`config.mk`:
```
export PLATFORM = sky130hd
export DESIGN_NAME = segment_volume_envelope_unit
export DESIGN_NICKNAME = d
export VERILOG_FILES = /design/src/rtl/core/sve_pkg.sv /design/src/rtl/core/segment_volume_envelope_unit.sv
export SDC_FILE = /design/constraint.sdc
export NUM_CORES = 1
export LEC_CHECK = 0
export BUFFER_PORTS_ARGS = -buffer_cell sky130_fd_sc_hd__buf_2
export CORE_MARGIN = 8
export CORE_UTILIZATION = 55
export DETAILED_ROUTE_END_ITERATION = 7
export PLACE_DENSITY_LB_ADDON = 0.2
export SYNTH_ARGS = -nofsm -noshare
export SYNTH_HDL_FRONTEND = slang
export SYNTH_SLANG_ARGS = --single-unit
```
`constraint.sdc`:
```
create_clock -name clk -period 4.2 [get_ports clk]
set_input_delay 0.84 -clock clk [delete_from_list [all_inputs] [get_ports clk]]
set_output_delay 0.84 -clock clk [all_outputs]
set_load 0.05 [all_outputs]
```
`src/rtl/core/sve_pkg.sv`:
```
// ----------------------------------------------------------------------------
// sve_pkg
// Shared constants for the segment volume envelope: command codes, field
// widths and limits of the segment definition.
// ----------------------------------------------------------------------------
package sve_pkg;

	// item field widths
	localparam int CMD_W  = 2;
	localparam int IDX_W  = 4;
	localparam int DUR_W  = 16;
	localparam int TGT_W  = 7;
	localparam int LEN_W  = 6;
	localparam int VOL_W  = 23;
	localparam int SEG_W  = 5;
	localparam int ENTRY_W = DUR_W + TGT_W;

	// command codes
	localparam logic [CMD_W-1:0] CMD_LOAD  = 2'd0;
	localparam logic [CMD_W-1:0] CMD_START = 2'd1;
	localparam logic [CMD_W-1:0] CMD_TICK  = 2'd2;

	// definition limits
	localparam logic [LEN_W-1:0] MAX_WORDS = 6'd32;
	localparam logic [LEN_W-1:0] MIN_WORDS = 6'd2;
	localparam logic [TGT_W-1:0] LEVEL_TOP = 7'd64;

endpackage

```
`src/rtl/core/segment_volume_envelope_unit.sv`:
```
// ----------------------------------------------------------------------------
// segment_volume_envelope_unit
// Sequence: load, idle, unused, short start and a tick within a segment or
// at the end of the definition go from accept straight to ST_DONE; a start
// or segment change that reads a zero duration passes ST_READ first; one
// that arms a segment passes ST_READ and the bit-serial divider in ST_DIV.
// Throughput: one item in flight at a time; the result register lets the
// next item be taken while a result waits. Reset clears all envelope state;
// the segment table holds no reset value until it is loaded.
// ----------------------------------------------------------------------------
module segment_volume_envelope_unit #(
	parameter int MAX_SEGMENTS = 16,
	parameter int FRAC_BITS    = 16
) (
	input  logic                        clk,
	input  logic                        arst_n,
	input  logic                        in_valid,
	output logic                        in_stall,
	input  logic [sve_pkg::CMD_W-1:0]   command,
	input  logic [sve_pkg::IDX_W-1:0]   seg_index,
	input  logic [sve_pkg::DUR_W-1:0]   seg_duration,
	input  logic [sve_pkg::TGT_W-1:0]   seg_target,
	input  logic [sve_pkg::LEN_W-1:0]   length_words,
	output logic                        out_valid,
	input  logic                        out_stall,
	output logic [sve_pkg::VOL_W-1:0]   volume_fixed,
	output logic [sve_pkg::TGT_W-1:0]   volume_level,
	output logic                        running,
	output logic [sve_pkg::SEG_W-1:0]   segment_now
);
	import sve_pkg::*;

	localparam int AW = (MAX_SEGMENTS > 1) ? $clog2(MAX_SEGMENTS) : 1;
	localparam int LW = TGT_W + FRAC_BITS;      // volume width, Q7.F
	localparam int SW = LW + 1;                 // slope width, signed Q8.F
	localparam int CW = $clog2(LW + 1);         // divider step counter
	localparam logic [LW-1:0] TOP = {LEVEL_TOP, {FRAC_BITS{1'b0}}};

	// sequencer states
	localparam logic [1:0] ST_IDLE = 2'd0;
	localparam logic [1:0] ST_READ = 2'd1;
	localparam logic [1:0] ST_DIV  = 2'd2;
	localparam logic [1:0] ST_DONE = 2'd3;

	logic [1:0]       state_q;
	logic             active_q;
	logic [SEG_W-1:0] ptr_q;
	logic [DUR_W-1:0] ticks_q;
	logic [LW-1:0]    level_q;
	logic [SW-1:0]    slope_q;
	logic [TGT_W-1:0] goal_q;
	logic [LEN_W-1:0] len_q;
	logic [CW-1:0]    cnt_q;
	logic             out_valid_q;

	logic             is_start_q;
	logic [DUR_W-1:0] rem_q;
	logic [LW-1:0]    quo_q;
	logic [DUR_W-1:0] div_q;
	logic             neg_q;
	logic [VOL_W-1:0] vol_fixed_q;
	logic [TGT_W-1:0] vol_level_q;
	logic             running_q;
	logic [SEG_W-1:0] seg_now_q;

	// segment table, synchronous read
	logic [ENTRY_W-1:0] seg_mem [MAX_SEGMENTS];
	logic [ENTRY_W-1:0] rd_q;
	logic               mem_we;
	logic [AW-1:0]      mem_waddr;
	logic [ENTRY_W-1:0] mem_wdata;
	logic               mem_re;
	logic [AW-1:0]      mem_raddr;

	always_ff @(posedge clk) begin
		if (mem_we) begin
			seg_mem[mem_waddr] <= mem_wdata;
		end
		if (mem_re) begin
			rd_q <= seg_mem[mem_raddr];
		end
	end

	logic accept;
	assign accept   = in_valid && (state_q == ST_IDLE);
	assign in_stall = (state_q != ST_IDLE);

	// load path: saturate target, drop out-of-range index
	logic [6:0]       idx_ext;
	logic [TGT_W-1:0] tgt_sat;
	assign idx_ext   = 7'(seg_index);
	assign tgt_sat   = (seg_target > LEVEL_TOP) ? LEVEL_TOP : seg_target;
	assign mem_we    = accept && (command == CMD_LOAD) && (idx_ext < 7'(MAX_SEGMENTS));
	assign mem_waddr = idx_ext[AW-1:0];
	assign mem_wdata = {seg_duration, tgt_sat};

	// start length clamp
	logic [LEN_W-1:0] len_clamp;
	assign len_clamp = (length_words > MAX_WORDS) ? MAX_WORDS : length_words;

	// tick: add slope and clamp to 0..64.0
	logic signed [LW+1:0] lvl_sum;
	logic [LW-1:0]        lvl_add;
	assign lvl_sum = $signed({2'b00, level_q}) + $signed({slope_q[SW-1], slope_q});
	always_comb begin
		if (lvl_sum < 0) begin
			lvl_add = '0;
		end else if (lvl_sum > $signed({2'b00, TOP})) begin
			lvl_add = TOP;
		end else begin
			lvl_add = lvl_sum[LW-1:0];
		end
	end

	// next segment after the current count runs out
	logic [SEG_W-1:0] ptr_inc;
	logic [6:0]       ptr_inc_ext;
	logic             def_end;
	logic             beyond_tab;
	assign ptr_inc     = ptr_q + SEG_W'(1);
	assign ptr_inc_ext = 7'(ptr_inc);
	assign def_end     = ({ptr_inc_ext[5:0], 1'b0} >= {1'b0, len_q});
	assign beyond_tab  = (ptr_inc_ext >= 7'(MAX_SEGMENTS));

	// memory read on start or segment change
	logic tick_arm;
	assign tick_arm = accept && (command == CMD_TICK) && active_q && (ticks_q <= DUR_W'(1))
	                  && !def_end && !beyond_tab;
	assign mem_re    = (accept && (command == CMD_START) && (len_clamp >= MIN_WORDS)) || tick_arm;
	assign mem_raddr = (command == CMD_START) ? '0 : ptr_inc_ext[AW-1:0];

	// arm: target of this segment, missing odd trailing target reads as zero
	logic [6:0]           ptr_ext;
	logic [DUR_W-1:0]     rd_dur;
	logic [TGT_W-1:0]     rd_tgt;
	logic signed [LW:0]   diff;
	logic [LW-1:0]        mag;
	assign ptr_ext = 7'(ptr_q);
	assign rd_dur  = rd_q[ENTRY_W-1:TGT_W];
	assign rd_tgt  = ({ptr_ext[5:0], 1'b1} >= {1'b0, len_q}) ? '0 : rd_q[TGT_W-1:0];
	assign diff    = $signed({1'b0, rd_tgt, {FRAC_BITS{1'b0}}}) - $signed({1'b0, level_q});
	assign mag     = diff[LW] ? LW'(-diff) : diff[LW-1:0];

	// restoring divider step
	logic [DUR_W:0]   trial;
	logic             fits;
	logic [DUR_W:0]   trial_sub;
	logic [DUR_W-1:0] rem_nxt;
	logic [LW-1:0]    quo_nxt;
	logic [SW-1:0]    quo_pos;
	assign trial     = {rem_q, quo_q[LW-1]};
	assign fits      = (trial >= {1'b0, div_q});
	assign trial_sub = trial - {1'b0, div_q};
	assign rem_nxt   = fits ? trial_sub[DUR_W-1:0] : trial[DUR_W-1:0];
	assign quo_nxt   = {quo_q[LW-2:0], fits};
	assign quo_pos   = {1'b0, quo_nxt};

	// result view of the state
	logic [30:0] lvl_ext;
	logic        out_load;
	assign lvl_ext  = 31'(level_q);
	assign out_load = (state_q == ST_DONE) && (!out_valid_q || !out_stall);

	// control and envelope state
	always_ff @(posedge clk or negedge arst_n) begin
		if (!arst_n) begin
			state_q     <= ST_IDLE;
			active_q    <= 1'b0;
			ptr_q       <= '0;
			ticks_q     <= '0;
			level_q     <= '0;
			slope_q     <= '0;
			goal_q      <= '0;
			len_q       <= '0;
			cnt_q       <= '0;
			out_valid_q <= 1'b0;
		end else begin
			if (out_load) begin
				out_valid_q <= 1'b1;
			end else if (!out_stall) begin
				out_valid_q <= 1'b0;
			end
			unique case (state_q)
				ST_IDLE: begin
					if (accept) begin
						state_q <= ST_DONE;
						if (command == CMD_START) begin
							len_q    <= len_clamp;
							active_q <= 1'b1;
							ptr_q    <= '0;
							ticks_q  <= '0;
							level_q  <= '0;
							slope_q  <= '0;
							goal_q   <= '0;
							if (len_clamp >= MIN_WORDS) begin
								state_q <= ST_READ;
							end
						end else if (command == CMD_TICK && active_q) begin
							if (ticks_q > DUR_W'(1)) begin
								ticks_q <= ticks_q - DUR_W'(1);
								level_q <= lvl_add;
							end else begin
								ticks_q <= '0;
								level_q <= {goal_q, {FRAC_BITS{1'b0}}};
								ptr_q   <= ptr_inc;
								if (def_end || beyond_tab) begin
									active_q <= 1'b0;
								end else begin
									state_q <= ST_READ;
								end
							end
						end
					end
				end
				ST_READ: begin
					if (rd_dur == '0) begin
						// a zero duration stops a running envelope; a start stays idle-armed
						if (!is_start_q) begin
							active_q <= 1'b0;
						end
						state_q <= ST_DONE;
					end else begin
						goal_q  <= rd_tgt;
						ticks_q <= rd_dur;
						cnt_q   <= CW'(LW);
						state_q <= ST_DIV;
					end
				end
				ST_DIV: begin
					cnt_q <= cnt_q - CW'(1);
					if (cnt_q == CW'(1)) begin
						slope_q <= neg_q ? -quo_pos : quo_pos;
						state_q <= ST_DONE;
					end
				end
				ST_DONE: begin
					if (out_load) begin
						state_q <= ST_IDLE;
					end
				end
				default: begin
					state_q <= ST_IDLE;
				end
			endcase
		end
	end

	// divider datapath and result register
	always_ff @(posedge clk) begin
		if (accept) begin
			is_start_q <= (command == CMD_START);
		end
		if (state_q == ST_READ) begin
			rem_q <= '0;
			quo_q <= mag;
			div_q <= rd_dur;
			neg_q <= diff[LW];
		end else if (state_q == ST_DIV) begin
			rem_q <= rem_nxt;
			quo_q <= quo_nxt;
		end
		if (out_load) begin
			vol_fixed_q <= lvl_ext[VOL_W-1:0];
			vol_level_q <= level_q[LW-1:FRAC_BITS];
			running_q   <= active_q;
			seg_now_q   <= ptr_q;
		end
	end

	assign out_valid    = out_valid_q;
	assign volume_fixed = vol_fixed_q;
	assign volume_level = vol_level_q;
	assign running      = running_q;
	assign segment_now  = seg_now_q;

endmodule
```
# After elaboration in Yosys (flattened, before gate mapping)

Memory sizes are Yosys's and may differ from the RTL's. A register that Yosys moved wholly into a read port is not among the register bits.
Index checks and enable logic that the tools add are counted.

Register bits after elaboration: 183
Bits in writable memories: 368
Input bits: 39
Output and inout bits: 38
Word-level logic and storage cells: 149
Memories kept: 1

Memories:

| memory  | words | bits a word | rd ports | clocked after Yosys merged registers in | wr ports | RTL line                           | source |
|---|---|---|---|---|---|---|---|
| seg_mem | 16    | 23          | 1        | 1                                       | 1        | segment_volume_envelope_unit.sv:67 | `logic [ENTRY_W-1:0] seg_mem [MAX_SEGMENTS];` |

Add/sub/neg operators: 8
Magnitude comparators: 12
Equal/unequal tests: 18
Multiplexer cells: 55
Reduce and logical (&&, ||, !) cells: 36

Operators by type and width:

| operator                | number |
|---|---|
| $mux W23                | 8 |
| $mux W16                | 6 |
| $mux W24                | 4 |
| $pmux W24 S2            | 1 |
| $mux W7                 | 5 |
| $pmux W16 S2            | 1 |
| $add A24 B24 Y25        | 1 |
| $gt A25 B24 Y1 const B  | 1 |
| $lt A25 B1 Y1 const B   | 1 |
| $neg A23 Y24            | 1 |
| $sub A23 B23 Y24        | 1 |
| $neg A23 Y23            | 1 |
| $mux W5                 | 4 |
| $ge A17 B16 Y1          | 1 |
| $gt A16 B1 Y1 const B   | 1 |
| $le A16 B1 Y1 const B   | 1 |
| $logic_not A16 Y1       | 1 |
| $mux W2                 | 8 |
| $reduce_and A4 Y1       | 4 |
| $sub A16 B1 Y16 const B | 1 |
| $sub A16 B16 Y16        | 1 |
| $pmux W7 S2             | 1 |
| $ge A6 B6 Y1            | 2 |
| $logic_and A1 B1 Y1     | 12 |
| other kinds (27)        | 61 |

# Depth between registers and ports, before layout

Word-level depth: 9
Mapped depth: 21
Gate-level depth less buffers: 19

# Least setup slack after synthesis

Ideal clock, no wire load.

Path type: reg-to-reg
Start point: register ptr_q[0]
End point: register quo_q[21] (data pin)
Library setup time: 260 ps
Data arrival time: 4068 ps
Data required time: 3940 ps
Slack: -128 ps
Stages on the path, launching flop included: 21
Path buffers: 2
Period minus slack after synthesis: 4328 ps
Cells stage by stage: dfrtp_1 > clkbuf_1 > inv_1 > clkbuf_1 > ha_1 > o21ai_0 > a21oi_1 > nor2b_1 > o21ai_0 > nand2b_1 > a21oi_1 > and2_1 > ha_1 > nor4b_1 > nand4_1 > o221ai_1 > xor2_1 > nor4_2 > a21oi_1 > xnor2_1 > mux2_2

Cells in the longest elaborated chain, start to end: 6

Ends and longest elaborated chain:

| item                   | RTL line                            | source |
|---|---|---|
| from (decl)            | segment_volume_envelope_unit.sv:47  | `logic [SEG_W-1:0] ptr_q;` |
| from (signal assigned) | segment_volume_envelope_unit.sv:205 | `ptr_q <= ptr_inc;` |
| $ge A6 B6 Y1 *         | segment_volume_envelope_unit.sv:140 | `assign rd_tgt = ({ptr_ext[5:0], 1'b1} >= {1'b0, len_q}) ? '0 : rd_q[TGT_W-1:0];` |
| $mux W7 *              | segment_volume_envelope_unit.sv:140 |  |
| $sub A23 B23 Y24 *     | segment_volume_envelope_unit.sv:141 | `assign diff = $signed({1'b0, rd_tgt, {FRAC_BITS{1'b0}}}) - $signed({1'b0, level_q});` |
| $neg A23 Y23           | segment_volume_envelope_unit.sv:142 | `assign mag = diff[LW] ? LW'(-diff) : diff[LW-1:0];` |
| $mux W23 *             | segment_volume_envelope_unit.sv:142 |  |
| $mux W23 *             | segment_volume_envelope_unit.sv:253 | `if (state_q == ST_READ) begin` |
| to (signal assigned)   | segment_volume_envelope_unit.sv:255 | `quo_q <= mag;` |
| to (signal assigned)   | segment_volume_envelope_unit.sv:260 | `quo_q <= quo_nxt;` |
| to (decl)              | segment_volume_envelope_unit.sv:58  | `logic [LW-1:0] quo_q;` |

Mark *: on every way between the ends. The rest lies on a longest branch, timed or not.
A chain may end at the register's enable or synchronous reset.

# Final worst setup path

Same ends and word-level chain as after synthesis.

==> results.toml <==
[setup_path]
worstRegToRegCells = 18
critPathMaxFanout = 4
crit_required_ns = 4.56
startpoint_type = "flip-flop"
timing_worst_setup_path_type = "flip-flop to flip-flop"
critPathCaptureType = "flip-flop"
cp_data_arrival_time_ns = 4.31
rrSetupSlack_ns = 0.25

[yosys]
synth_top_area_cell = "edfxtp_1"
synthesis.area_um2 = 26500
synth-seq-cells = 567
synth_flop_cell = "edfxtp_1"
synthArstFlopShare_pct = 15.9
synth.top_cell.area_share_pct = 52.3
synthDistinctLibCells = 85
syn_nets = 2195
synth_warnings = 0
synth_area_leaders = "edfxtp_1 (52%), dfrtp_1 (8.5%), ha_1 (3.2%)"
synth_seq_area_share_pct = 62.0
synth_edf_count = 461
postSynthAreaPerCell_um2 = 12.7
synthCells = 2087

[final_layout]
drive_gt1_share_pct = 16.5
final_cell_count_no_fill = 2826
mostFrequentLayoutCell = "edfxtp_1"
nets = 2269
syn2layout_area_growth_pct = 12.1
diodes = 0
final_util_pct = 62.3
mostFrequentLayoutCells = "edfxtp_1 (461), nand2_1 (165), o21ai_0 (161)"
fin_area_um2 = 29700
fillerInstances = 3617

[timing]
finClkSkew_ns = 0.0355
finalMaxSlewViolations = 0
finalHoldViolations = 0
setup_violations = 0
max_freq_mhz = 253
tightest_slew_ns = 1.13
relSlewSlack_pct = 24.6
timing.hold.ws_ns = 0.354
min_period_over_period_pct = 94.0
min_period_ns = 3.95

[placement]
io_buffer_count = 76
hpwlAfterDp_mm = 40.2
placedCellCount = 2715
gp_congestion = 0.903
postPlaceCellArea_um2 = 27700

[status]
status = "finished clean"

[power]
leakagePower_nw = 10.7
ir_worst_vdd_uv = 505
power_density_nw_per_um2 = 759

[cts]
htreeDepth = 2
cts_hold_buf = 0
clkSinkCount = 567
cts_root_buf = "clkbuf_16"
cts_made_buffers = 59
cts_resized = 0
clockBufferDepth = 3
post_cts_buffers = 0
clkLatencyLatePin_ns = 0.64
cts_tree = "yes"
cts.clk_slew.worst_paths_ns = 0.06

[routing]
drc = 0
drt-vias-per-instance = 6.13
wl_per_cell_um = 22.1
wirelength_mm = 62.4
drt_iter0_markers = 1672
drtAntennaViolNets = 0
firstDrtPassIters = 6
vias = 17300

[global_routing]
grt_max_degree = 91
track_usage_pct = 22.1
antenna_found_initial = 3
grt_pass1_vias = 17400
grt_remaining_overflow = 0
grt_pass1_wl_mm = 97.8

[die]
coreArea_um2 = 47600
num_rows = 80
die_w_um = 235
die_h_um = 235
start_util_pct = 55.6
die_area_um2 = 55400
io_pins = 77

[run]
cap_violations = 0

[worst_hold_path]
worstHoldPathType = "primary input to async pin"
-- per-layer routing --
metal,wire length (um),up-vias,share of wire (%),global-route usage [%]
met5,30,-,0.048,0
met4,1970,6,3.1,7.93
met3,3720,144,6.0,3.86
met2,30500,540,49,37.1
met1,26200,8541,42,28.6
li1,-,8101,-,-
-- power by group --
group / switching, W / leakage, nW / internal (W)
clock network: 0.00218 / 0.938 / 0.00304
registers: 0.000610 / 5.50 / 0.00704
logic: 0.00595 / 4.28 / 0.00370
total: 0.00874 / 10.7 / 0.0138
-- kinds of logic after synthesis --
kind of cell             count (synthesis)  synth area share (%)
flip-flops                             567                  62.0
AND/OR/NAND/NOR                        499                  9.38
adder cells (fa/ha/maj)                 69                  3.32
multiplexers                           114                  5.79
XOR/XNOR                                93                  3.10
buffers and inverters                  184                  2.93
AO/OA/AOI/OAI                          561                  13.5
-- worst paths after layout --
check | from | to
worst min-delay path | arst_n | level_q[9]
worst max register to register | ptr_q[0] | quo_q[21]
worst max-delay path | ptr_q[0] | quo_q[21]
max in group asynchronous | arst_n | ticks_q[4]
worst min register to register | len_q[4] | len_q[4]
min in group clk | len_q[4] | len_q[4]
-- state kept, by name, indices dropped and copies added, names as in the netlist, 7 cells and up --
| name | flops |
|---|---|
| goal_q | 7 |
| div_q | 16 |
| level_q | 23 |
| rem_q | 16 |
| volume_fixed | 23 |
| ticks_q | 16 |
| quo_q | 23 |
| rd_q | 23 |
| seg_mem | 368 |
| slope_q | 24 |
-- through the flow --
stage,total power (W),setup TNS (ns),setup slack (ns)
after floorplan,0.0148,0,0.0358
after global placement,0.0170,0,0.295
after detailed placement,0.0173,0,0.188
final,0.0225,0,0.250
after CTS,0.0225,0,0.126
after global routing,0.0239,-0.0837,-0.0578
-- cell type report --
class                           count  area [um^2]  share of cell area [%]
Clock buffer                       74         1540                    5.20
Clock inverter                     37          403                    1.36
Inverter                           70          263                   0.885
Multi-Input combinational cell   1336         9460                    31.9
Sequential cell                   567        16400                    55.3
Tap cell                          615          769                    2.59
Timing Repair Buffer              127          816                    2.75
-- synthesized netlist by cell type, types with 14 or more instances --
library cell    n
edfxtp_1      461
nand2_1       165
o21ai_0       161
a21oi_1       150
nor2_1        108
dfrtp_1        90
clkbuf_1       82
ha_1           67
inv_1          66
xnor2_1        49
o221ai_1       46
mux2i_1        44
mux2_2         43
xor2_1         43
nor3_1         38
nand3_1        33
mux4_2         27
and3_1         26
a211oi_1       25
and2_1         24
o22ai_1        24
a31oi_1        18
a22oi_1        16
dfxtp_1        16
nor2b_1        16
nand2b_1       14
-- worst max-delay path, cell delays in order, from the launching register on --
cell      delay, ns
dfrtp_4        0.47
inv_2          0.09
ha_1           0.24
o21ai_0        0.16
a21oi_1        0.09
nor2b_1        0.10
o21ai_0        0.08
nand2b_1       0.09
a21oi_2        0.08
and2_1         0.18
ha_1           0.33
nor4b_4        0.26
nand4_1        0.21
o221ai_2       0.23
xor2_1         0.16
nor4_2         0.37
a21oi_1        0.13
xnor2_1        0.15
mux2_2         0.26
Power figures use the tool's default switching activity.
